===== config.mk =====
export PLATFORM = sky130hd
export DESIGN_NAME = cdq_ctrl
export DESIGN_NICKNAME = d
export VERILOG_FILES = /design/src/design/cdq_pkg.sv /design/src/design/cdq_ctrl.sv
export SDC_FILE = /design/constraint.sdc
export NUM_CORES = 1
export LEC_CHECK = 0
export BUFFER_PORTS_ARGS = -buffer_cell sky130_fd_sc_hd__buf_2
export CAP_MARGIN = 20
export CORE_AREA = 2 2 39 41
export CTS_CLUSTER_SIZE = 14
export DETAILED_ROUTE_END_ITERATION = 8
export DIE_AREA = 0 0 41 43
export HOLD_SLACK_MARGIN = 0.03
export PLACE_DENSITY = 0.51
export RECOVER_POWER = 50
export SLEW_MARGIN = 5
export SYNTH_ARGS = -nofsm -noshare
export SYNTH_HDL_FRONTEND = slang
export SYNTH_SLANG_ARGS = --single-unit

===== constraint.sdc =====
create_clock -name clk_i -period 1.6 [get_ports clk_i]
set_input_delay 0.16 -clock clk_i [delete_from_list [all_inputs] [get_ports clk_i]]
set_output_delay 0.16 -clock clk_i [all_outputs]
set_load 0.01 [all_outputs]

===== src/design/cdq_pkg.sv =====
// Shared types and codes for the circular deque.
// Depends on nothing; imported by the interfaces and every module.
`timescale 1ns / 1ps

package cdq_pkg;

  localparam int unsigned DefaultDepth = 8;
  localparam int unsigned OpWidth      = 3;
  localparam int unsigned DataWidth    = 32;
  localparam int unsigned StatusWidth  = 2;

  typedef enum logic [OpWidth-1:0] {
    OP_INS_FRONT = 3'd0,
    OP_INS_REAR  = 3'd1,
    OP_DEL_FRONT = 3'd2,
    OP_DEL_REAR  = 3'd3,
    OP_LIST      = 3'd4
  } cdq_op_e;

  typedef enum logic [StatusWidth-1:0] {
    ST_OK    = 2'd0,
    ST_FULL  = 2'd1,
    ST_EMPTY = 2'd2
  } cdq_status_e;

  typedef struct packed {
    logic        ins_front;
    logic        ins_rear;
    logic        del_front;
    logic        del_rear;
    logic        list_start;
    logic        list_next;
    logic        load;
    cdq_status_e status;
  } cdq_cmd_t;

  typedef struct packed {
    logic full;
    logic empty;
    logic last;
  } cdq_stat_t;

endpackage


===== src/design/cdq_ctrl.sv =====
// Controller of the circular deque: decodes requests, sequences listings.
// Depends on cdq_pkg; commands cdq_datapath.
`timescale 1ns / 1ps

module cdq_ctrl
  import cdq_pkg::*;
(
  input  logic               clk_i,
  input  logic               rst_ni,
  input  logic               in_valid_i,
  output logic               in_ready_o,
  input  logic [OpWidth-1:0] op_i,
  output logic               out_valid_o,
  input  logic               out_ready_i,
  input  cdq_stat_t          stat_i,
  output cdq_cmd_t           cmd_o
);

  typedef enum logic [1:0] {
    S_IDLE = 2'b01,
    S_OUT  = 2'b10
  } state_e;

  state_e state_q, state_d;
  logic   list_q, list_d;

  assign in_ready_o  = (state_q == S_IDLE);
  assign out_valid_o = (state_q == S_OUT);

  always_comb begin
    cmd_o   = '0;
    cmd_o.status = ST_OK;
    state_d = state_q;
    list_d  = list_q;
    unique case (state_q)
      S_IDLE: begin
        if (in_valid_i) begin
          list_d = 1'b0;
          unique case (op_i) inside
            OP_INS_FRONT, OP_INS_REAR: begin
              state_d   = S_OUT;
              cmd_o.load = 1'b1;
              if (stat_i.full) begin
                cmd_o.status = ST_FULL;
              end else begin
                cmd_o.ins_front = (op_i == OP_INS_FRONT);
                cmd_o.ins_rear  = (op_i == OP_INS_REAR);
              end
            end
            OP_DEL_FRONT, OP_DEL_REAR: begin
              state_d   = S_OUT;
              cmd_o.load = 1'b1;
              if (stat_i.empty) begin
                cmd_o.status = ST_EMPTY;
              end else begin
                cmd_o.del_front = (op_i == OP_DEL_FRONT);
                cmd_o.del_rear  = (op_i == OP_DEL_REAR);
              end
            end
            OP_LIST: begin
              state_d   = S_OUT;
              cmd_o.load = 1'b1;
              if (stat_i.empty) begin
                cmd_o.status = ST_EMPTY;
              end else begin
                cmd_o.list_start = 1'b1;
                list_d           = 1'b1;
              end
            end
            default: begin
            end
          endcase
        end
      end
      S_OUT: begin
        if (out_ready_i) begin
          if (list_q && !stat_i.last) begin
            cmd_o.list_next = 1'b1;
          end else begin
            state_d = S_IDLE;
            list_d  = 1'b0;
          end
        end
      end
      default: begin
        state_d = S_IDLE;
      end
    endcase
  end

  always_ff @(posedge clk_i or negedge rst_ni) begin
    if (!rst_ni) begin
      state_q <= S_IDLE;
      list_q  <= 1'b0;
    end else begin
      state_q <= state_d;
      list_q  <= list_d;
    end
  end

endmodule


==> metrics.txt, run 1 <==
first-pass GRT wire length=1110 um; Vias/cell=4.464; n_diodes=0; Site Rows=14; Pwr Total=320.6 uW; final core utilization=33.00%; pre-CTS setup slack=0.2742 ns; Setup crit start=state_q[0]; max_slew headroom=84.07%; setup ws final=0.05124 ns; Seq cells post-synth=3; via count=308; Synth top area share=19.61%; root buf cell=clkbuf_4; TritonCTS clock tree=done; CP required=1.44 ns; largest area contributor in the netlist=dfrtp_1; hold slack=0.2288 ns; status=completed; Starting Density=18.44%; Fin Clk Skew=0.004415 ns; min Tclk post-route=1.549 ns; # DRC=0; Die Area=0.001763 mm^2; area delta synth->final=78.92%; clock sinks=3; wire per inst=10.52 um; antenna-violating nets left=0; Slew Viols, Final=0; LEAKAGE=0.2333 nW; # nets final=64; Hold Vio Cnt, Final=0; num ports=21; Arr. time, crit path=1.39 ns; Worst-path clk slew=0.04 ns; # port buffers=20; Reg2Reg Depth=5; vias in the first global route=270; post-synth cell types=21; DRT Pass-1 Iters=4; ranking of synthesized cells by area=dfrtp_1 20%, dfstp_2 10%, nor4b_4 9.3%; H-tree depth=1; CP Launch Type=flop; synthesized area=255.2 um^2; # setup viols final=0; Hold Path Origin=out_ready_i; aggregate routed wire length=726 um; initial antenna violation count=0; Congestion Overflow GR=0; HP Class=in2reg; RSZ-0062 raised after global routing=yes; Core Footprint=0.001384 mm^2; crit path cell chain=nand3b_4 -> nor4_1 -> buf_2; Worst-Margin Slew=0.2368 ns; highest-delay cell along the critical path=dfstp_2; Net Count, Synth=35; Synth Area per Inst=10.21 um^2; Die W=41 um; Final TNS setup=0 ns; cts bufs inserted=3; Filler cells=151; CP max stage delay=0.56 ns; fraction of layout cells with a size suffix above 1=64.15%; area of the multi-input gates=203.9 um^2; PD cells=701.9 mW/mm^2; crit path max fanout=7; crit end category=output pin; Syn Inst Count=25; post-synthesis sequential area ratio=29.90%; Tcrit/Tclk final=96.80%; overall routing resource usage=10.15%; Syn. warnings=0; Chip Height=43 um; reg2reg start=state_q[1]; Starting DRT DRC Count=3; CP Class=reg2out; FMAX=0.6457 GHz; DP Wirelength=565.1 um; Hold Path Stages=3; Storage cell area=76.32 um^2; Clk Latency, worst-skew pair=0.23 ns; GP Congestion=0.6031; deepest clock path buffer count=2; Max VDD drop=0.0002079 V; largest net degree at the start of global routing=8; max_cap viols=0
-- report_power, final --
group          total, mW  switching (mW)  internal, mW  leakage (nW)
registers         0.0934         0.00718        0.0863        0.0373
logic             0.0953          0.0486        0.0467         0.181
clock network      0.132          0.0384        0.0934        0.0150
-- synthesized netlist by cell type --
master	number
a21oi_2	1
nor2b_2	1
and3b_1	1
nor2b_1	1
nor3_1	1
or2_2	1
nor2_1	2
nor4b_1	1
nand2_1	1
or2_4	1
nor4b_4	1
o211a_1	1
nand3_1	1
a21boi_1	1
and2_1	1
nor4_1	2
dfstp_2	1
nand2b_1	2
dfrtp_1	2
nand3b_4	1
a31o_1	1
-- final timing paths --
kind,to,slack (ns)
worst min register to register,list_q,0.50
worst max-delay path,cmd_o[6],0.05
worst min-delay path,state_q[0],0.23
min in group asynchronous,list_q,0.28
max in group asynchronous,state_q[0],1.09
worst max register to register,state_q[1],0.31
-- routing by layer --
metal  wire length [um]  track usage (%)  up-vias
met1                291            10.65      132
met4                 11            10.00        0
met5                  0                0        -
met2                351            13.75       22
li1                   -                -      152
met3                 72            4.712        2
-- layout by cell type (no fill, tap or decap), types with 2 or more instances in the layout --
master	n
clkbuf_1	3
buf_4	3
nor2_1	2
buf_2	18
dfrtp_1	2
clkbuf_4	3
nand2b_1	2
-- cells by family after synthesis --
group           count (synthesis)  share of synthesized area [%]
compound gates                  4                          13.73
flops                           3                          29.90
simple gates                   18                          56.37
-- worst max-delay path: cells and delay by family, from the launching register on --
kind,cells,cell delay (ns)
flops,1,0.56
buf+inv,1,0.18
simple gates,2,0.42
-- cell type report --
cell class | count | share of cell area, %
clock buffer | 4 | 5.753
multi-input combinational | 22 | 44.66
timing repair buffer | 24 | 28.49
tap | 16 | 4.384
sequential | 3 | 16.71
-- timing repair --
| action | CTS | global route |
|---|---|---|
| hold endpoints to repair | 3 | 0 |
| endpoints found under the setup margin | 0 | 6 |
| setup buffers | 0 | 3 |
| resized for setup | 0 | 4 |
| hold buffers | 1 | 0 |
-- sequential cells by signal, indices dropped and copies added (netlist names) --
| name | cells |
|---|---|
| state_q | 2 |
| list_q | 1 |
-- through the flow --
step | instances | cell area, um^2
2_1_floorplan | 25 | 255.2
5_1_grt | 69 | 456.7
4_1_cts | 66 | 411.6
3_5_place_dp | 61 | 375.4
3_3_place_gp | 61 | 375.4
6_report | 69 | 456.7
Note: power is estimated with default switching activity, not from simulation.
==> run 2: changes to the inputs <==
CELL_PAD_IN_SITES_DETAIL_PLACEMENT = 1   (was unset)
CELL_PAD_IN_SITES_GLOBAL_PLACEMENT = 2   (was unset)
CORE_AREA = unset   (was 2 2 39 41)
CORE_MARGIN = 4   (was unset)
CORE_UTILIZATION = 19   (was unset)
DIE_AREA = unset   (was 0 0 41 43)
PLACE_DENSITY = 0.82   (was 0.51)
REMOVE_ABC_BUFFERS = 1   (was unset)
==> run 2 against run 1 <==
- worst hold slack improved by 0.0063 ns
- global-route usage is 0.72 points higher
- clock skew shrank 0.0026 ns
- wire length increased by 40%
- final cell count shrank 1.4%
- sequential power shrank 0.4%
- sequential share of layout area is 0.23 points lower
- non-clock buffer count up 1
- largest cell class unchanged
==> metrics.txt, run 2 (synthesis gave the netlist of run 1 again) <==
num ports=21; reg2reg start=state_q[0]; Arr. time, crit path=1.41 ns; Die Area=0.001994 mm^2; fraction of layout cells with a size suffix above 1=66.67%; Die W=44.65 um; CP Class=reg2out; Most flops, register=state_q; most common cell after layout, fill and taps aside=buf_2; FMAX=0.6353 GHz; final std cells w/o fill=68; Congestion Overflow GR=0; largest net degree at the start of global routing=8; Slew Viols, Final=0; RSZ-0062 raised after global routing=yes; Pwr Total=335.4 uW; GP Congestion=0.6779; RR Endpoint=list_q; Starting Density=21.52%; Reg2Reg Depth=4; LEAKAGE=0.2402 nW; Setup crit start=state_q[0]; DRT Pass-1 Iters=2; # DRC=0; via count=308; H-tree depth=1; stages on the worst setup path=3; reg2reg setup slack=0.32 ns; kind of cell adding the most delay to the critical path=flip-flops; TritonCTS clock tree=done; area delta synth->final=81.37%; crit path max fanout=7; cts bufs inserted=3; status=completed; top flop regs=state_q: 2 flops, list_q: 1 flops; n_diodes=0; wire per inst=14.91 um; Site Rows=12; # nets final=65; crit path cell chain=nand3b_4 -> nor4_1 -> buf_2; CP required=1.44 ns; Worst-Margin Slew=0.2423 ns; # setup viols final=0; # port buffers=20; clock sinks=3; max_cap viols=0; root buf cell=clkbuf_4; Worst-path clk slew=0.04 ns; PD cells=724.5 mW/mm^2; DP Wirelength=737.8 um; Fin Clk Skew=0.001769 ns; crit end category=output pin; Vias/cell=4.529; overall routing resource usage=10.87%; highest-delay cell along the critical path=dfstp_2; CP Launch Type=flop; Core Footprint=0.001186 mm^2; Tcrit/Tclk final=98.37%; setup ws final=0.02600 ns; HP Class=in2reg; CP max stage delay=0.55 ns; max_slew headroom=83.70%; antenna-violating nets left=0; first-pass GRT wire length=1455 um; critical path endpoint=cmd_o[8]; initial antenna violation count=0; aggregate routed wire length=1014 um; pre-CTS setup slack=0.2591 ns; Max VDD drop=0.0002403 V; CP Buf/Inv Count=1; most frequent cells in the layout=19 x buf_2, 4 x buf_4, 3 x clkbuf_4; dpl cells=59; min Tclk post-route=1.574 ns; Hold Vio Cnt, Final=0; Chip Height=44.65 um; Clk Latency, worst-skew pair=0.24 ns; deepest clock path buffer count=2; vias in the first global route=313; max reg flops=2; Starting DRT DRC Count=5
## run 2: per-layer routing
layer | global-route usage, % | vias to the layer above | routed length, um
met5 | 0 | - | 0
met1 | 11.00 | 147 | 381
met4 | 9.036 | 0 | 23
li1 | - | 151 | -
met2 | 16.91 | 6 | 554
met3 | 4.878 | 4 | 54
## run 2: worst register-to-register path, cell delays in order, from the launching register on
cell,delay (ns)
dfstp_2,0.55
nand3b_4,0.16
nor4b_4,0.27
buf_4,0.15
a31o_1,0.09
## run 2: worst min-delay path by stage
stage                 from          to  slack [ns]  cells past startpoint
3_3_place_gp        rst_ni  state_q[1]       -0.04                      1
5_1_grt        out_ready_i  state_q[0]        0.27                      3
4_1_cts        out_ready_i  state_q[0]        0.23                      3
2_1_floorplan       rst_ni      list_q       -0.14                      0
3_5_place_dp        rst_ni  state_q[1]       -0.04                      1
6_report       out_ready_i  state_q[0]        0.24                      3
## run 2: cell type report
cell class | count | area, um^2
clock buffer | 4 | 26.28
fill | 152 | 723.2
multi-input combinational | 22 | 203.9
sequential | 3 | 76.32
tap | 14 | 17.52
timing repair buffer | 25 | 138.9
## run 2: where the power goes
part / switching, mW / internal [mW]
logic: 0.0531 / 0.0513
registers: 0.00678 / 0.0863
clock network: 0.0442 / 0.0938
## run 2: per-stage QoR
| step | hold WS [ns] | instance area (um^2) | util [%] | TNS (ns) |
|---|---|---|---|---|
| final | 0.2351 | 462.9 | 39.03 | 0 |
| after detailed placement | -0.03933 | 372.9 | 31.43 | 0 |
| after global routing | 0.2684 | 462.9 | 39.03 | -0.1438 |
| after CTS | 0.2342 | 409.1 | 34.49 | -0.001526 |
| after global placement | -0.04324 | 372.9 | 31.43 | 0 |
| after floorplan | -0.1356 | 255.2 | - | 0 |
## run 2: what timing repair did
| item | 4_1_cts | 5_1_grt |
|---|---|---|
| pin swaps | 0 | 2 |
| endpoints found under the setup margin | 1 | 6 |
| hold endpoints to repair | 3 | 0 |
| hold buffers | 1 | 0 |
| buffers inserted | 0 | 4 |
| resized for setup | 0 | 4 |
==> run 3: changes to the inputs <==
PLACE_DENSITY = unset   (was 0.82)
PLACE_DENSITY_LB_ADDON = 0.08   (was unset)
==> run 3 against run 2 <==
- sequential power about the same
- clock skew increased by 0.0021 ns
- non-clock buffer count stayed put
- critical endpoint is now cmd_o[6]
==> metrics.txt, run 3 (synthesis gave the netlist of run 1 again) <==
Chip Height=44.65 um; combinational power share=30.9%; DRT Pass-1 Iters=2; clock power share=41.0%; Switching Power=99.84 uW; Worst-path clk slew=0.04 ns; min Tclk post-route=1.591 ns; via count=305; fraction of layout cells with a size suffix above 1=66.67%; Slew Viols, Final=0; CP max stage delay=0.56 ns; Die Area=0.001994 mm^2; # DRC=0; clock sinks=3; Hold Path Origin=out_ready_i; RSZ-0062 raised after global routing=yes; Hold Vio Cnt, Final=0; CP Launch Type=flop; Vias/cell=4.485; Fin Clk Skew=0.003845 ns; top flop regs=state_q: 2 flops, list_q: 1 flops; first-pass GRT wire length=1173 um; most common cell after layout, fill and taps aside=buf_2; Starting Density=21.52%; max reg flops=2; root buf cell=clkbuf_4; Storage cell area=76.32 um^2; cts bufs inserted=3; Filler cells=159; Core Footprint=0.001186 mm^2; final std cells w/o fill=68; sw frac=30.11%; # setup viols final=0; H-tree depth=1; num ports=21; antenna-violating nets left=0; Arr. time, crit path=1.43 ns; Clk Latency, worst-skew pair=0.24 ns; most frequent cells in the layout=19 x buf_2, 4 x buf_4, 3 x clkbuf_4; CP required=1.44 ns; n_diodes=0; wire per inst=12.35 um; aggregate routed wire length=840 um; Max VDD drop=0.0002740 V; max_slew headroom=82.64%; CP Buf/Inv Count=1; Final TNS setup=0 ns; vias in the first global route=283; highest-delay cell along the critical path=dfstp_2; largest net degree at the start of global routing=8; overall routing resource usage=8.964%; Congestion Overflow GR=0; max_cap viols=0; LEAKAGE=0.2403 nW; P_int=231.8 uW; Seq pwr share=28.1%; # port buffers=20; Die W=44.65 um; Starting DRT DRC Count=4; status=completed; Worst-Margin Slew=0.2581 ns; # nets final=65; Tcrit/Tclk final=99.46%; crit path max fanout=7; crit path cell chain=nand3b_4 -> nor4_1 -> buf_2; DP Wirelength=623.8 um; initial antenna violation count=0; dpl cells=59; deepest clock path buffer count=2; Setup crit start=state_q[0]; Site Rows=12; TritonCTS clock tree=done; area delta synth->final=81.37%; Most flops, register=state_q; CP Class=reg2out; HP Class=in2reg; area of the multi-input gates=203.9 um^2; PD cells=716.3 mW/mm^2; FMAX=0.6284 GHz; GP Congestion=0.7069; reg2reg start=state_q[0]; crit end category=output pin; kind of cell adding the most delay to the critical path=flip-flops
[run 3: cell counts in the layout (fill, tap and decap cells not counted)]
No cell type changed its count.
[run 3: per-stage QoR]
| step | hold WS, ns | cell area, um^2 | utilization (%) | power, mW | setup WS, ns |
|---|---|---|---|---|---|
| 4_1_cts | 0.2295 | 409.1 | 34.49 | 0.3203 | -0.02836 |
| 3_3_place_gp | -0.04634 | 372.9 | 31.43 | 0.1738 | 0.2772 |
| 3_5_place_dp | -0.04300 | 372.9 | 31.43 | 0.1759 | 0.2335 |
| 6_report | 0.2351 | 462.9 | 39.03 | 0.3316 | 0.008694 |
| 2_1_floorplan | -0.1356 | 255.2 | - | 0.1386 | 0.2770 |
| 5_1_grt | 0.2582 | 462.9 | 39.03 | 0.3589 | -0.05464 |
[run 3: area by class of cell]
cell class                 count  share of cell area, %
multi-input combinational     22                  44.05
clock buffer                   4                  5.676
tap                           14                  3.784
timing repair buffer          25                  30.00
sequential                     3                  16.49
[run 3: path summary, 6_finish.rpt]
path	endpoint	slack [ns]	depth (start not counted)
max	cmd_o[6]	0.009	3
min	state_q[0]	0.24	3
max reg2reg	list_q	0.29	4
min reg2reg	list_q	0.53	1
max in group asynchronous	state_q[0]	1.12	2
min in group asynchronous	state_q[1]	0.26	2
[run 3: what timing repair did]
action                                  4_1_cts  5_1_grt
gates resized for setup                       0        4
buffers inserted                              0        4
endpoints found under the hold margin         3        0
endpoints found under the setup margin        4        6
hold buffers                                  1        0
[run 3: power by group through the flow]
stage	Sequential (mW)	Combinational, mW	Clock (mW)
6_report	0.0933	0.102	0.136
5_1_grt	0.0941	0.112	0.153
4_1_cts	0.0935	0.0838	0.143
3_5_place_dp	0.0943	0.0816	0
3_3_place_gp	0.0939	0.0799	0
2_1_floorplan	0.0928	0.0458	0
[run 3: metal layers]
layer | vias to the layer above | part of all wire (%) | global-route usage [%]
met4 | 0 | 1.4 | 12.65
met5 | - | 0 | 0
met2 | 13 | 53 | 11.17
met1 | 139 | 39 | 10.24
met3 | 2 | 5.7 | 2.439
li1 | 151 | - | -
[run 3: worst min-delay path, cell delays in order]
cell and delay (ns):
buf_2 0.10, a21boi_1 0.07, nor2_1 0.10
