<file path="config.mk">
export PLATFORM = sky130hd
export DESIGN_NAME = cdq_datapath
export DESIGN_NICKNAME = d
export VERILOG_FILES = /design/src/design/cdq_pkg.sv /design/src/design/cdq_datapath.sv
export SDC_FILE = /design/constraint.sdc
export NUM_CORES = 1
export LEC_CHECK = 0
export ABC_AREA = 1
export ABC_CLOCK_PERIOD_IN_PS = 4000
export BUFFER_PORTS_ARGS = -buffer_cell sky130_fd_sc_hd__clkbuf_2
export CAP_MARGIN = 30
export CORE_ASPECT_RATIO = 0.8
export CORE_MARGIN = 2
export CORE_UTILIZATION = 45
export CTS_BUF_LIST = sky130_fd_sc_hd__clkbuf_16
export CTS_CLUSTER_SIZE = 25
export DETAILED_ROUTE_END_ITERATION = 8
export PLACE_DENSITY = 0.64
export SETUP_SLACK_MARGIN = 0.05
export SYNTH_ARGS = -nofsm -noshare
export SYNTH_HDL_FRONTEND = slang
export SYNTH_SLANG_ARGS = --single-unit
</file>
<file path="constraint.sdc">
create_clock -name clk_i -period 4 [get_ports clk_i]
set_clock_uncertainty 0.05 [all_clocks]
set_input_delay 0.2 -clock clk_i [delete_from_list [all_inputs] [get_ports clk_i]]
set_output_delay 0.2 -clock clk_i [all_outputs]
set_load 0.03 [all_outputs]
</file>
<file path="src/design/cdq_pkg.sv">
// Shared types and codes for the circular deque.
// Depends on nothing; imported by the interfaces and every module.
`timescale 1ns / 1ps

package cdq_pkg;

  localparam int unsigned DefaultDepth = 8;
  localparam int unsigned OpWidth      = 3;
  localparam int unsigned DataWidth    = 32;
  localparam int unsigned StatusWidth  = 2;

  typedef enum logic [OpWidth-1:0] {
    OP_INS_FRONT = 3'd0,
    OP_INS_REAR  = 3'd1,
    OP_DEL_FRONT = 3'd2,
    OP_DEL_REAR  = 3'd3,
    OP_LIST      = 3'd4
  } cdq_op_e;

  typedef enum logic [StatusWidth-1:0] {
    ST_OK    = 2'd0,
    ST_FULL  = 2'd1,
    ST_EMPTY = 2'd2
  } cdq_status_e;

  typedef struct packed {
    logic        ins_front;
    logic        ins_rear;
    logic        del_front;
    logic        del_rear;
    logic        list_start;
    logic        list_next;
    logic        load;
    cdq_status_e status;
  } cdq_cmd_t;

  typedef struct packed {
    logic full;
    logic empty;
    logic last;
  } cdq_stat_t;

endpackage

</file>
<file path="src/design/cdq_datapath.sv">
// Datapath of the circular deque: word store, pointers and result registers.
// Depends on cdq_pkg; driven by commands from cdq_ctrl.
`timescale 1ns / 1ps

module cdq_datapath
  import cdq_pkg::*;
#(
  parameter int unsigned DEPTH = DefaultDepth
) (
  input  logic                        clk_i,
  input  logic                        rst_ni,
  input  cdq_cmd_t                    cmd_i,
  input  logic signed [DataWidth-1:0] data_i,
  output cdq_stat_t                   stat_o,
  output logic [StatusWidth-1:0]      status_o,
  output logic signed [DataWidth-1:0] value_o,
  output logic                        last_o
);

  localparam int unsigned PW = $clog2(DEPTH);
  localparam logic [PW-1:0] LastIdx = PW'(DEPTH - 1);

  logic [DataWidth-1:0] mem [DEPTH];
  logic [DataWidth-1:0] rd_q;
  logic [PW-1:0]        head_q, head_d, tail_q, tail_d, idx_q;
  logic                 occ_q, occ_d;
  cdq_status_e          status_q;
  logic                 last_q, use_rd_q;
  logic [PW-1:0]        waddr, raddr;
  logic                 wr_en, rd_en;

  function automatic logic [PW-1:0] wrap_inc(input logic [PW-1:0] i);
    return (i == LastIdx) ? '0 : i + PW'(1);
  endfunction

  function automatic logic [PW-1:0] wrap_dec(input logic [PW-1:0] i);
    return (i == '0) ? LastIdx : i - PW'(1);
  endfunction

  assign stat_o.full  = occ_q && (wrap_inc(tail_q) == head_q);
  assign stat_o.empty = !occ_q;
  assign stat_o.last  = last_q;

  assign wr_en = cmd_i.ins_front || cmd_i.ins_rear;
  assign rd_en = cmd_i.del_front || cmd_i.del_rear || cmd_i.list_start || cmd_i.list_next;

  always_comb begin
    if (!occ_q) begin
      waddr = '0;
    end else if (cmd_i.ins_front) begin
      waddr = wrap_dec(head_q);
    end else begin
      waddr = wrap_inc(tail_q);
    end
    if (cmd_i.del_rear) begin
      raddr = tail_q;
    end else if (cmd_i.list_next) begin
      raddr = wrap_inc(idx_q);
    end else begin
      raddr = head_q;
    end
  end

  always_comb begin
    head_d = head_q;
    tail_d = tail_q;
    occ_d  = occ_q;
    if (wr_en) begin
      if (!occ_q) begin
        head_d = '0;
        tail_d = '0;
        occ_d  = 1'b1;
      end else if (cmd_i.ins_front) begin
        head_d = waddr;
      end else begin
        tail_d = waddr;
      end
    end else if (cmd_i.del_front || cmd_i.del_rear) begin
      if (head_q == tail_q) begin
        head_d = '0;
        tail_d = '0;
        occ_d  = 1'b0;
      end else if (cmd_i.del_front) begin
        head_d = wrap_inc(head_q);
      end else begin
        tail_d = wrap_dec(tail_q);
      end
    end
  end

  always_ff @(posedge clk_i or negedge rst_ni) begin
    if (!rst_ni) begin
      head_q <= '0;
      tail_q <= '0;
      occ_q  <= 1'b0;
    end else begin
      head_q <= head_d;
      tail_q <= tail_d;
      occ_q  <= occ_d;
    end
  end

  always_ff @(posedge clk_i) begin
    if (wr_en) begin
      mem[waddr] <= data_i;
    end
  end

  always_ff @(posedge clk_i) begin
    if (rd_en) begin
      rd_q  <= mem[raddr];
      idx_q <= raddr;
    end
    if (cmd_i.load) begin
      status_q <= cmd_i.status;
      use_rd_q <= cmd_i.del_front || cmd_i.del_rear || cmd_i.list_start;
      last_q   <= cmd_i.list_start ? (head_q == tail_q) : 1'b1;
    end else if (cmd_i.list_next) begin
      last_q   <= (raddr == tail_q);
    end
  end

  assign status_o = status_q;
  assign value_o  = use_rd_q ? rd_q : '0;
  assign last_o   = last_q;

endmodule

</file>
==> results of run 1 <==
-- cell usage after synthesis (2+ instances only) --
library cell | n | area (µm²)
o22ai_1 | 4 | 25.0
buf_4 | 14 | 105
a21oi_1 | 3 | 15.0
buf_2 | 40 | 200
nor2_1 | 19 | 71.3
dfrtp_1 | 7 | 175
edfxtp_1 | 295 | 8860
inv_1 | 308 | 1160
nand2_1 | 368 | 1380
o21ai_0 | 12 | 60.1
clkbuf_1 | 11 | 41.3
or2_2 | 2 | 12.5
ha_1 | 10 | 125
nand3_1 | 264 | 1320
xnor2_1 | 3 | 26.3
nand2_2 | 2 | 12.5
inv_2 | 3 | 11.3
-- path summary, 6_finish.rpt --
kind                                     from                     to  slack [ns]  cells after the start
setup / recovery           idx_q[0]$_DFFE_PP_     rd_q[20]$_DFFE_PP_        1.13                     12
setup reg to reg           idx_q[0]$_DFFE_PP_     rd_q[20]$_DFFE_PP_        1.13                     12
hold / removal                       cmd_i[6]      occ_q$_DFFE_PN0P_        0.04                      4
min in group asynchronous              rst_ni  tail_q[2]$_DFFE_PN0P_        0.59                      3
max in group asynchronous              rst_ni  head_q[0]$_DFFE_PN0P_        3.05                      3
hold reg to reg             occ_q$_DFFE_PN0P_      occ_q$_DFFE_PN0P_        0.54                      2
-- sequential cells by signal, summed over array words and instances (netlist names) --
name / flops
head_q: 3
idx_q: 3
last_o: 1
mem: 256
occ_q: 1
rd_q: 32
status_o: 2
tail_q: 3
use_rd_q: 1
-- logic make-up after synthesis --
kind of cell	synth area share, %
AND/OR/NAND/NOR	20.7
flip-flops	66.1
adder cells (fa/ha/maj)	0.915
XOR/XNOR	0.192
buffers and inverters	11.2
AO/OA/AOI/OAI	0.952
-- stage by stage --
| step | instance area (µm²) | utilization [%] |
|---|---|---|
| after floorplan | 13700 | - |
| after global placement | 14600 | 48.3 |
| after detailed placement | 14600 | 48.3 |
| after CTS | 15900 | 52.9 |
| after global routing | 15900 | 52.9 |
| final | 15900 | 52.9 |
-- worst register-to-register path, delay by kind of cell, from the launching register on --
family	cells	cell delay (ns)
adders and majority gates	2	0.39
buffers and inverters	1	0.42
DFF	1	0.40
and+or+nand+nor	9	1.46
-- per-layer routing --
| metal | track usage, % | vias to the layer above | part of all wire, % |
|---|---|---|---|
| met5 | 0 | - | 0 |
| met4 | 5.46 | 0 | 2.2 |
| li1 | - | 4610 | - |
| met3 | 2.34 | 51 | 5.6 |
| met1 | 27.6 | 4418 | 45 |
| met2 | 33.2 | 278 | 47 |
-- final cells by class --
cell class / count / area [µm²] / share of cell area [%]
Sequential cell: 302 / 9030 / 56.7
Multi-Input combinational cell: 694 / 3210 / 20.1
Inverter: 311 / 1170 / 7.33
Timing Repair Buffer: 144 / 1050 / 6.58
Clock buffer: 31 / 776 / 4.87
Tap cell: 413 / 517 / 3.25
Clock inverter: 27 / 175 / 1.10
-- power by group through the flow --
stage	Clock, µW	Sequential (µW)	Combinational [µW]
after CTS	2760	4810	3730
after global placement	0	4850	3610
final	2700	4810	3700
after floorplan	0	4830	2540
after detailed placement	0	4870	3680
after global routing	2880	4890	4150
==> metrics.md, run 1 <==
| Metric | Value |
|---|---|
| Signal arrival time at the worst endpoint | 3.23 ns |
| First-pass detailed-route iteration total | 8 |
| Post-synth EDFFs | 295 |
| Max_slew headroom | 39.9% |
| Most common cell after layout, fill and taps aside | nand2_1 |
| Post-synthesis sequential area ratio | 66.1% |
| Cell Count, Final, Fillers Out | 1922 |
| Final WS setup | 1.13 ns |
| Combinational share of power | 33.0% |
| Setup TNS | 0 ns |
| CTS sink cnt | 302 |
| Post-CTS Resized | 0 |
| FP Rows | 57 |
| Fmax | 348 MHz |
| Nets | 1537 |
| Antenna violations before repair | 0 |
| Sw frac | 36.3% |
| Crit end category | flop |
| Synth Cell Area | 13700 µm² |
| Net Count, Synth | 1427 |
| Routed vias | 9357 |
| Synth warn | 0 |
| Crit-path most repeated cell | nand2_1 |
| Status | completed |
| Number of I/O pins | 81 |
| Clock share of power | 24.1% |
| Total GRT Usage | 19.9% |
| CP Launch Type | flop |
| Synth async-reset ratio | 2.32% |
| Worst Hold Class | input port to flop |
| Share of layout cells above drive strength 1 | 11.1% |
| Maximum buffer depth of the clock tree | 3 |
| Hold slack | 0.0365 ns |
| Clock Root Buffer | clkbuf_16 |
| First-pass GRT wire length | 49100 µm |
| Critical-path top delay cell | nand2_4 |
| Final ANT Viol Nets | 0 |
| Overall routed net length | 31000 µm |
| WP buf/inv | 1 |
| Synth cell types | 26 |
| TritonCTS Buffers | 31 |
| CP delay by family, top | simple AND/OR/NAND/NOR gates |
| Die Wd | 199 µm |
| Die ar. | 31800 µm² |
| Port Buffer Count | 80 |
| Crit path time final | 2.87 ns |
| Clk pin slew, worst setup/hold paths | 0.06 ns |
| Final-layout fill cell count | 2701 |
| Largest net degree at the start of global routing | 66 |
| Power consumption | 11200 µW |
| Detailed Place HPWL | 17500 µm |
| Part of the power in registers | 42.9% |
| Fin crit share | 71.8% |
| CTS tree | yes |
| Place WS | 1.12 ns |
| P_int | 7150 µW |
| Maximum vdd drop | 0.000413 V |
| Area grow syn2layout | 16.5% |
| DRT iter0 DRCs | 735 |
| Max-cap violations | 0 |
| Starting Density | 45.4% |
| LEAKAGE | 0.00747 µW |
| Routed len/inst | 16.1 µm |
| Net Sw Power | 4070 µW |
| Worst-Skew Late Latency | 0.56 ns |
| Via/cell ratio | 4.87 |
| Final-report setup violation count | 0 |
| Die height | 160 µm |
| Pwr Density | 704 nW/µm² |
| CTS Hold Buffers Added | 42 |
| CP Data Required Time | 4.36 ns |
| Setup Buffers After CTS | 0 |
| Worst path max stage delay | 0.50 ns |
| GPL Wtd Cong | 0.862 |
| Yosys reg bits | 302 |
| Vias in the first global route | 9125 |
| Remaining DRCs | 0 |
| Final Slew Violations | 0 |
| CP cell instances | ha_1 > ha_1 > nor2_1 > nand2_1 > nand2_4 > nand2_4 > buf_12 > nand2_1 > nand3_1 > nand2_1 > nand2_1 > nand2_1 |
| Critical path peak fanout | 63 |
| Area of the core | 30100 µm² |
| Worst Max-Slew Pin Slew | 0.902 ns |
| Congestion Overflow GR | 0 |
| Ant diodes | 0 |
| DP Cell Count | 1822 |
| Hold Fails Final Rpt | 0 |
| Most frequent cells in the layout | nand2_1, inv_1, edfxtp_1 |
| RSZ-0062 raised after global routing | false |
| CTS H-tree depth | 1 |
| Mapped Cells | 1374 |
| Syn Area/Cell | 9.95 µm² |
| Setup CP Type | flop to flop |
| Top FF cell, synth | edfxtp_1 |
Power figures use the tool's default switching activity.
==> run 2, diff against run 1 <==
--- a/config.mk
+++ b/config.mk
@@ -6,7 +6,7 @@
 export NUM_CORES = 1
 export LEC_CHECK = 0
 export ABC_AREA = 1
-export ABC_CLOCK_PERIOD_IN_PS = 4000
+export ABC_CLOCK_PERIOD_IN_PS = 2400
 export BUFFER_PORTS_ARGS = -buffer_cell sky130_fd_sc_hd__clkbuf_2
 export CAP_MARGIN = 30
 export CORE_ASPECT_RATIO = 0.8
@@ -15,7 +15,7 @@
 export CTS_BUF_LIST = sky130_fd_sc_hd__clkbuf_16
 export CTS_CLUSTER_SIZE = 25
 export DETAILED_ROUTE_END_ITERATION = 8
-export PLACE_DENSITY = 0.64
+export PLACE_DENSITY = 0.66
 export SETUP_SLACK_MARGIN = 0.05
 export SYNTH_ARGS = -nofsm -noshare
 export SYNTH_HDL_FRONTEND = slang
==> constraint.sdc (replaced) <==
create_clock -name clk_i -period 2.4 [get_ports clk_i]
set_clock_uncertainty 0.05 [all_clocks]
set_input_delay 0.12 -clock clk_i [delete_from_list [all_inputs] [get_ports clk_i]]
set_output_delay 0.12 -clock clk_i [all_outputs]
set_load 0.03 [all_outputs]
==> metrics.md, run 2 (synthesis results as in run 1) <==
| Metric | Value |
|---|---|
| FP Rows | 57 |
| Die ar. | 31800 µm² |
| Pwr Density | 1170 nW/µm² |
| Post-layout util | 54.3% |
| Clk pin slew, worst setup/hold paths | 0.06 ns |
| Max_slew headroom | 56.7% |
| Final Slew Violations | 0 |
| Worst path max stage delay | 0.43 ns |
| Area of the core | 30100 µm² |
| Detailed Place HPWL | 18300 µm |
| Final WS setup | 0.107 ns |
| Setup slack, reg-to-reg | 0.16 ns |
| CP Data Required Time | 2.23 ns |
| Critical-path top delay cell | dfrtp_2 |
| Setup TNS | 0 ns |
| Biggest register | mem |
| Place WS | 0.121 ns |
| Max-cap violations | 0 |
| Total GRT Usage | 20.0% |
| Worst hold start | cmd_i[6] |
| Routed len/inst | 15.9 µm |
| Critical path peak fanout | 3 |
| Fin crit share | 95.5% |
| Maximum buffer depth of the clock tree | 3 |
| LEAKAGE | 0.00764 µW |
| Max reg flops | 256 |
| First-pass GRT wire length | 49700 µm |
| Most frequent cells in the layout | nand2_1, inv_1, edfxtp_1 |
| R2r worst-path depth | 8 |
| Worst-Skew Late Latency | 0.57 ns |
| Clock Root Buffer | clkbuf_16 |
| Number of I/O pins | 81 |
| Starting Density | 45.4% |
| Via/cell ratio | 4.82 |
| Largest net degree at the start of global routing | 85 |
| Die Wd | 199 µm |
| First-pass detailed-route iteration total | 5 |
| Remaining DRCs | 0 |
| Worst Max-Slew Pin Slew | 0.649 ns |
| Crit path time final | 2.29 ns |
| Crit-path most repeated cell | ha_4 |
| FF-to-FF End | occ_q$_DFFE_PN0P_ |
| Ant diodes | 0 |
| TritonCTS Buffers | 31 |
| DRT iter0 DRCs | 743 |
| Setup CP Type | flop to output pin |
| Routed vias | 9381 |
| Port Buffer Count | 80 |
| Share of layout cells above drive strength 1 | 13.3% |
| Fmax | 436 MHz |
| Crit end category | output pin |
| Status | completed |
| GPL Wtd Cong | 0.860 |
| Most common cell after layout, fill and taps aside | nand2_1 |
| RSZ-0062 raised after global routing | true |
| CTS sink cnt | 302 |
| Hold Fails Final Rpt | 0 |
| Placed Area | 14900 µm² |
| Signal arrival time at the worst endpoint | 2.12 ns |
| Congestion Overflow GR | 0 |
| Overall routed net length | 30900 µm |
| CTS H-tree depth | 1 |
| Area grow syn2layout | 19.6% |
| Worst hold endpoint | head_q[0]$_DFFE_PN0P_ |
| FF-to-FF Start | tail_q[1]$_DFFE_PN0P_ |
| Maximum vdd drop | 0.000656 V |
| Final-report setup violation count | 0 |
| CP Launch Type | flop |
| Final-layout fill cell count | 2647 |
| Die height | 160 µm |
| CTS tree | yes |
| Worst Hold Class | input port to flop |
| Nets | 1563 |
| CP cell instances | ha_4 > ha_4 > o22ai_2 > nor4_4 > buf_4 > buf_8 |
| Antenna violations before repair | 1 |
| Vias in the first global route | 9457 |
| Worst Hold Depth | 5 |
| Final ANT Viol Nets | 0 |
| Largest regs | mem (256), rd_q (32) |
| Design area | 16300 µm² |
==> run 2: cell count changes in the layout (fill, tap and decap cells not counted), sizes merged <==
cell / change
buf: +26
bufinv: -1
clkbuf: -1
clkinv: +2
clkinvlp: +1
dlygate4sd3: +1
inv: -4
==> run 2: layer usage <==
layer / share of wire (%) / global-route usage [%] / wire [µm] / vias to the layer above
li1: - / - / - / 4656
met1: 45 / 27.5 / 14000 / 4424
met2: 47 / 32.6 / 14400 / 243
met3: 5.3 / 3.84 / 1630 / 56
met4: 2.6 / 5.53 / 797 / 2
met5: 0.11 / 0 / 34 / -
==> run 2: power by group <==
part	switching, µW	internal, µW
Sequential	390	7580
Combinational	4560	2260
Clock	1970	2430
==> run 2: worst max path at each step <==
stage | startpoint | to | slack [ns] | cells after the start
finish | tail_q[1]$_DFFE_PN0P_ | stat_o[2] | 0.11 | 6
global route | tail_q[1]$_DFFE_PN0P_ | stat_o[2] | 0.004 | 6
CTS | tail_q[1]$_DFFE_PN0P_ | stat_o[2] | 0.07 | 6
detailed placement | tail_q[1]$_DFFE_PN0P_ | mem[5][26]$_DFFE_PP_ | 0.12 | 8
global placement | tail_q[1]$_DFFE_PN0P_ | mem[5][17]$_DFFE_PP_ | 0.12 | 8
floorplan | tail_q[1]$_DFFE_PN0P_ | mem[3][0]$_DFFE_PP_ | -0.18 | 7
==> run 2: repair_timing <==
action / 4_1_cts / 5_1_grt
pin swaps: 3 / 1
setup endpoints to repair: 1 / 191
gates resized for setup: 14 / 9
endpoints found under the hold margin: 275 / 0
hold buffers: 43 / 0
buffers inserted: 4 / 1
==> run 2: worst max-delay path, delay by kind of cell, from the launching register on <==
kind / cells / cell delay [ns]
adder cells (fa/ha/maj): 2 / 0.44
flip-flops: 1 / 0.43
AND/OR/NAND/NOR: 1 / 0.30
buffers and inverters: 2 / 0.28
AO/OA/AOI/OAI: 1 / 0.10
==> run 2: through the flow <==
| step | hold WS (ns) | instances | power (µW) |
|---|---|---|---|
| 2_1_floorplan | -0.226 | 1374 | 12300 |
| 3_3_place_gp | -0.0660 | 1842 | 14400 |
| 3_5_place_dp | -0.0600 | 1842 | 14600 |
| 4_1_cts | 0.0111 | 1945 | 19300 |
| 5_1_grt | 0.0367 | 1946 | 20400 |
| 6_report | 0.0222 | 1946 | 19200 |
==> run 2: final cells by class <==
| type | count | area (µm²) | share of cell area, % |
|---|---|---|---|
| well taps | 413 | 517 | 3.16 |
| flip-flops and latches | 302 | 9030 | 55.3 |
| repair buffers | 170 | 1430 | 8.72 |
| clock buffers | 31 | 776 | 4.75 |
| clock inverters | 25 | 140 | 0.857 |
| inverters | 311 | 1170 | 7.16 |
| multi-input cells | 694 | 3290 | 20.1 |
==> run 3, diff against run 2 <==
--- a/config.mk
+++ b/config.mk
@@ -5,7 +5,6 @@
 export SDC_FILE = /design/constraint.sdc
 export NUM_CORES = 1
 export LEC_CHECK = 0
-export ABC_AREA = 1
 export ABC_CLOCK_PERIOD_IN_PS = 2400
 export BUFFER_PORTS_ARGS = -buffer_cell sky130_fd_sc_hd__clkbuf_2
 export CAP_MARGIN = 30
@@ -15,7 +14,7 @@
 export CTS_BUF_LIST = sky130_fd_sc_hd__clkbuf_16
 export CTS_CLUSTER_SIZE = 25
 export DETAILED_ROUTE_END_ITERATION = 8
-export PLACE_DENSITY = 0.66
+export PLACE_DENSITY = 0.67
 export SETUP_SLACK_MARGIN = 0.05
 export SYNTH_ARGS = -nofsm -noshare
 export SYNTH_HDL_FRONTEND = slang
==> metrics.md, run 3 <==
| Metric | Value |
|---|---|
| Worst path max stage delay | 0.40 ns |
| Crit path time final | 2.36 ns |
| WP buf/inv | 2 |
| Setup slack, reg-to-reg | 0.04 ns |
| CTS sink cnt | 302 |
| TritonCTS Buffers | 29 |
| Signal arrival time at the worst endpoint | 2.62 ns |
| DP Cell Count | 1168 |
| Remaining DRCs | 0 |
| CTS tree | yes |
| Overall routed net length | 29700 µm |
| RSZ-0062 raised after global routing | true |
| CP cell instances | ha_2 > ha_4 > nor3b_4 > o31ai_4 > buf_12 > clkbuf_16 > mux2_2 > o22ai_2 > a221oi_4 |
| Cell Count, Final, Fillers Out | 1296 |
| Clk pin slew, worst setup/hold paths | 0.06 ns |
| CP Launch Type | flop |
| Syn Area/Cell | 17.9 µm² |
| Post-layout util | 59.2% |
| Max reg flops | 256 |
| Hold slack | 0.0613 ns |
| CTS H-tree depth | 1 |
| Final ANT Viol Nets | 0 |
| R2r worst-path depth | 9 |
| Clock share of power | 20.0% |
| Die ar. | 29100 µm² |
| Starting Density | 45.7% |
| CP delay by family, top | flip-flops |
| P_int | 14800 µW |
| Max-cap violations | 0 |
| GPL Wtd Cong | 0.818 |
| Worst Hold Depth | 3 |
| Number of cells on the critical path | 9 |
| Top FF cell, synth | edfxtp_1 |
| Total GRT Usage | 19.1% |
| Via/cell ratio | 5.49 |
| DR WL met2 | 13900 µm |
| Die height | 153 µm |
| Combinational share of power | 43.3% |
| Max_slew headroom | 57.9% |
| Synth warn | 0 |
| Fin crit share | 98.3% |
| Area of the core | 27300 µm² |
| Worst-Skew Late Latency | 0.56 ns |
| Biggest register | mem |
| Detailed Place HPWL | 16300 µm |
| Post-synth EDFFs | 295 |
| DRT iter0 DRCs | 541 |
| Critical-path top delay cell | edfxtp_1 |
| LEAKAGE | 0.00576 µW |
| Sw frac | 34.2% |
| FF-to-FF Start | idx_q[0]$_DFFE_PP_ |
| Synth cell types | 52 |
| CP Data Required Time | 2.66 ns |
| Worst hold start | cmd_i[8] |
| Ant diodes | 0 |
| Port Buffer Count | 80 |
| Most common cell after layout, fill and taps aside | edfxtp_1 |
| Top-area cell type share of the netlist area | 71.0% |
| First-pass GRT wire length | 42300 µm |
| Crit end category | flop |
| Net Sw Power | 7680 µW |
| Yosys reg bits | 302 |
| Nets | 963 |
| Antenna violations before repair | 0 |
| Most frequent cells in the layout | edfxtp_1, clkbuf_2, mux2_2 |
| Net Count, Synth | 752 |
| FP Rows | 54 |
| Hold Fails Final Rpt | 0 |
| Area leader, netlist | edfxtp_1 |
| Most frequent cell after synthesis | edfxtp_1 |
| First-pass detailed-route iteration total | 4 |
| Worst Max-Slew Pin Slew | 0.632 ns |
| Die Wd | 190 µm |
| Largest net degree at the start of global routing | 36 |
| Final Slew Violations | 0 |
| Maximum vdd drop | 0.000714 V |
| Fmax | 424 MHz |
| Clock Root Buffer | clkbuf_16 |
| Maximum buffer depth of the clock tree | 3 |
| Congestion Overflow GR | 0 |
| Part of the power in registers | 36.6% |
| Critical path peak fanout | 12 |
| Routed len/inst | 22.9 µm |
| Setup TNS | 0 ns |
| Pwr Density | 1390 nW/µm² |
| Vias in the first global route | 7080 |
| Area grow syn2layout | 29.4% |
| Number of I/O pins | 81 |
| Share of layout cells above drive strength 1 | 41.1% |
| Worst Hold Class | input port to flop |
| Setup CP Type | flop to flop |
| Synth top area cells | edfxtp_1, mux2_2, mux2i_1, a221oi_2, and2_1 |
| Post-synthesis sequential area ratio | 72.4% |
| Synth Cell Area | 12500 µm² |
| Status | completed |
| Synth async-reset ratio | 2.32% |
| Mapped Cells | 699 |
| Highest metal used | met4 |
| Routed vias | 7111 |
| FF-to-FF End | rd_q[14]$_DFFE_PP_ |
| Final-report setup violation count | 0 |
| Wl on met1 | 13500 µm |
| Post-synth top cells | edfxtp_1, mux2_2, mux2i_1 |
| Worst hold endpoint | occ_q$_DFFE_PN0P_ |
| Met3 wire len | 1850 µm |
| Largest regs | mem (256), rd_q (32) |
==> run 3: per-layer routing <==
layer / track usage (%) / up-vias
li1: - / 3232
met5: 0 / -
met1: 28.0 / 3596
met2: 30.5 / 250
met3: 3.40 / 33
met4: 3.40 / 0
==> run 3: area by class of cell <==
cell class                 count  area [µm²]
clock buffer                  29         726
fill                        2058       11100
tap                          364         455
clock inverter                24         221
inverter                      10        40.0
sequential                   302        9040
timing repair buffer         218        2140
multi-input combinational    349        3540
==> run 3: cell families (layout without fill, tap and decap cells) <==
| group | after synthesis | in the layout | share of synthesized area (%) |
|---|---|---|---|
| flip-flops | 302 | 302 | 72.4 |
| multiplexers | 134 | 134 | 11.7 |
| AO/OA/AOI/OAI | 99 | 99 | 7.52 |
| AND/OR/NAND/NOR | 97 | 97 | 4.35 |
| buffers and inverters | 48 | 281 | 2.42 |
| adder cells (fa/ha/maj) | 10 | 10 | 1.00 |
| XOR/XNOR | 9 | 9 | 0.632 |
==> run 3: worst max-delay path by stage <==
stage | from | end | slack, ns
after CTS | tail_q[0]$_DFFE_PN0P_ | mem[5][1]$_DFFE_PP_ | 0.01
after global placement | idx_q[0]$_DFFE_PP_ | rd_q[19]$_DFFE_PP_ | -0.02
final | idx_q[0]$_DFFE_PP_ | rd_q[14]$_DFFE_PP_ | 0.04
after detailed placement | idx_q[0]$_DFFE_PP_ | rd_q[3]$_DFFE_PP_ | -0.06
after global routing | idx_q[0]$_DFFE_PP_ | rd_q[14]$_DFFE_PP_ | -0.01
after floorplan | tail_q[1]$_DFFE_PN0P_ | mem[3][0]$_DFFE_PP_ | -0.22
==> run 3: power groups by stage <==
stage	Sequential (µW)	Combinational [µW]	Clock, µW
4_1_cts	8230	8710	4550
3_5_place_dp	8330	7920	0
3_3_place_gp	8270	7820	0
2_1_floorplan	8230	5110	0
6_report	8240	9740	4500
5_1_grt	8360	10300	4750
==> run 3: metrics by stage <==
step / area (µm²) / setup slack, ns / power, µW
3_3_place_gp: 14000 / -0.0213 / 16100
4_1_cts: 15700 / 0.0120 / 21500
3_5_place_dp: 14000 / -0.0619 / 16200
6_report: 16200 / 0.0402 / 22500
5_1_grt: 16200 / -0.0127 / 23400
2_1_floorplan: 12600 / -0.221 / 13300
==> run 3: what timing repair did <==
item,4_1_cts,5_1_grt
hold buffers,42,0
gates resized for setup,28,27
buffers inserted,10,10
endpoints found under the setup margin,208,274
hold endpoints to repair,272,0
pin swaps,6,19
gates cloned,3,10
==> run 3: worst min-delay path: cells and delay by family <==
family	cells	cell delay (ns)
buf+inv	1	0.21
simple gates	2	0.30
